$ cat src/sv/scbp_ram.sv
// Generic single-write, single-read RAM with registered read data.
// No dependencies.
module scbp_ram #(
	parameter int unsigned WIDTH = 8,
	parameter int unsigned DEPTH = 32
) (
	input  logic             clk,
	input  logic             we,
	input  logic [((DEPTH > 1) ? $clog2(DEPTH) : 1)-1:0] waddr,
	input  logic [WIDTH-1:0] wdata,
	input  logic             re,
	input  logic [((DEPTH > 1) ? $clog2(DEPTH) : 1)-1:0] raddr,
	output logic [WIDTH-1:0] rdata
);
	logic [WIDTH-1:0] mem [DEPTH];

	always_ff @(posedge clk) begin
		if (we) begin
			mem[waddr] <= wdata;
		end
		if (re) begin
			rdata <= mem[raddr];
		end
	end
endmodule

$ cat config.mk
export PLATFORM = sky130hd
export DESIGN_NAME = scbp_ram
export DESIGN_NICKNAME = d
export VERILOG_FILES = /design/src/sv/scbp_ram.sv
export SDC_FILE = /design/constraint.sdc
export NUM_CORES = 1
export LEC_CHECK = 0
export BUFFER_PORTS_ARGS = -buffer_cell sky130_fd_sc_hd__buf_2
export CORE_AREA = 8 8 152 154
export DETAILED_ROUTE_END_ITERATION = 7
export DIE_AREA = 0 0 160 162
export PLACE_DENSITY = 0.65
export SLEW_MARGIN = 0
export SYNTH_ARGS = -nofsm -noshare
export SYNTH_HDL_FRONTEND = slang
export SYNTH_SLANG_ARGS = --single-unit
export TNS_END_PERCENT = 10
$ cat constraint.sdc
create_clock -name clk -period 6.4 [get_ports clk]
set_clock_uncertainty 0.05 [all_clocks]
set_input_delay 0.64 -clock clk [delete_from_list [all_inputs] [get_ports clk]]
set_output_delay 0.64 -clock clk [all_outputs]
set_load 0.01 [all_outputs]
==> flow_metrics.env <==
export IMPL_startpoint_type="input port"
export IMPL_fin_crit_sh=0.481
export IMPL_path_class="in -> reg"
export IMPL_port_buffers=28
export IMPL_synthCells=417
export IMPL_whs_ns=0.433
export IMPL_rsz0062_at_grt="no"
export IMPL_overflow=0
export IMPL_yosysWarnings=0
export IMPL_drive_above_1_share=0.332
export IMPL_status="completed"
export IMPL_synth_compound_area_frac=0
export IMPL_cts_tree="done"
export IMPL_crit_fanout=34
export IMPL_grt_pass1_wl_microns=29700
export IMPL_area_delta_synth_final_pct=11.4
export IMPL_synth_simple_area_share=0.0205
export IMPL_yosysSeqAreaShare=0.782
export IMPL_clk_latency_ns=0.52
export IMPL_final_antenna_net_count=0
export IMPL_post_cts_buffers=0
export IMPL_drt_iter0_markers=476
export IMPL_crit_arrival_ns=3.30
export IMPL_crit_path_end_kind="flip-flop"
export IMPL_place_gp_congestion=0.756
export IMPL_synth_fa_ha_area_frac=0
export IMPL_worstRegToRegCells=3
export IMPL_hold_viol=0
export IMPL_avgSynthCellArea_sq_um=24.3
export IMPL_final_nets=475
export IMPL_core_area_sq_mm=0.0207
export IMPL_power_density_mw_per_mm2=310
export IMPL_synth_nets=438
export IMPL_io_pins=29
export IMPL_dp_hpwl_microns=11900
export IMPL_fp_row_count=53
export IMPL_finalCriticalPeriod_ns=3.08
export IMPL_synth_top_family_by_area="multiplexers"
export IMPL_ctsHoldBuffers=0
export IMPL_placed_area_sq_mm=0.0105
export IMPL_finalInstanceArea_sq_mm=0.0113
export IMPL_antenna_found_initial=0
export IMPL_clk_pin_slew_ns=0.06
export IMPL_syn_area_sq_mm=0.0101
export IMPL_synth_xor_area_frac=0
export IMPL_fin_setup_tns_ns=0
export IMPL_slew_limit_headroom=0.357
export IMPL_cts_sinks=264
export IMPL_cts_buffers_inserted=25
export IMPL_crit_slowest_cell="buf_4"
export IMPL_grt_max_degree=65
export IMPL_utilization=0.546
export IMPL_clock_fmax_mhz=325
export IMPL_diodes=0
export IMPL_synthMuxAreaShare=0.187
export IMPL_peakVddDrop_mv=0.174
export IMPL_slowest_delay_ns=0.64
export IMPL_routed_via_count=4298
export IMPL_drt_pass1_iterations=5
export IMPL_viasPerCell=5.77
export IMPL_clockBufferDepth=3
export IMPL_die_w_microns=160
export IMPL_setup_violations=0
export IMPL_routed_wl_microns=19500
export IMPL_grt_util_all_layers=0.154
export IMPL_grt_pass1_vias=4564
export IMPL_cts_resized=0
export IMPL_hold_path_class="in -> reg"
export IMPL_leakage_nw=3.47
export IMPL_drv_slew=0
export IMPL_start_util=0.490
export IMPL_cts_root_buf="clkbuf_16"
export IMPL_drv_cap=0
export IMPL_yosysUniqueCellTypes=14
export IMPL_power_total_mw=3.50
export IMPL_synth_seq_cells=264
export IMPL_dieArea_sq_mm=0.0259
export IMPL_worstPathRequired_ns=6.62
export IMPL_die_h_microns=162
export IMPL_whs_path_depth=1
export IMPL_route_detailed_drc=0
export IMPL_tightest_slew_ns=0.962
export IMPL_crit_chain="buf_4, buf_4, mux4_2, mux4_2, mux2_2"
export IMPL_htree_num_levels=1
export IMPL_wl_per_cell_microns=26.2
==> power breakdown <==
part	switching [mW]	internal, mW	leakage (nW)	total (mW)
registers	0.00643	1.93	2.38	1.94
logic	0.0980	0.0741	0.714	0.172
clock network	0.600	0.793	0.376	1.39
total	0.704	2.80	3.47	3.50
==> registers in the layout, indices dropped and copies added, names as in the netlist <==
signal	count
rdata	8
mem	256
==> through the flow <==
step	instances	worst slack [ns]
final	745	3.32
after CTS	745	3.24
after global routing	745	3.13
after global placement	702	2.71
after detailed placement	702	2.71
after floorplan	417	3.77
==> final timing paths <==
| kind | startpoint | endpoint | slack, ns |
|---|---|---|---|
| max reg2reg | mem[18][3] | rdata[3] | 4.40 |
| max | raddr[0] | rdata[5] | 3.32 |
| min | re | rdata[6] | 0.43 |
| min reg2reg | mem[11][2] | rdata[2] | 0.94 |
==> Yosys cell counts, drive strengths merged <==
cell	number	area [sq um]
edfxtp	264	7930
mux4	80	1800
nor2	33	124
buf	14	83.8
mux2	8	90.1
clkbuf	6	22.5
nand3b	5	37.5
or3b	3	26.3
nand3	2	10.0
nand2	1	3.75
or3	1	6.26
==> worst max-delay path: cells and delay by family <==
| family | cells | cell delay, ns |
|---|---|---|
| buffers and inverters | 2 | 1.18 |
| muxes | 3 | 1.44 |
==> cells in the final DEF, fill, tap and decap left out <==
cell type     n
edfxtp_1    264
mux4_2       80
nor2_1       33
buf_2        27
clkbuf_16    25
mux2_2        8
clkinv_2      6
nand3b_1      5
clkinv_1      5
or3b_2        3
clkbuf_1      3
buf_4         3
nand3_1       2
bufinv_16     2
nand2_1       1
or3_1         1
inv_6         1
clkinvlp_4    1
==> routing by layer <==
metal	part of all wire	track usage
met5	0	0
met4	0.015	0.0395
met3	0.060	0.0261
met2	0.47	0.238
met1	0.45	0.225
==> cells by family (layout without fill, tap and decap cells) <==
group                  after synthesis  count (layout)
DFF                                264             264
buffers and inverters               20              73
muxes                               88              88
and+or+nand+nor                     45              45
==> cell type report <==
cell class | instances | area [sq um]
Sequential cell | 264 | 7930
Fill cell | 1558 | 9400
Tap cell | 275 | 344
Timing Repair Buffer | 30 | 158
Multi-Input combinational cell | 133 | 2100
Clock buffer | 28 | 637
Clock inverter | 15 | 125
No activity file was read; power rests on OpenSTA's default activity.
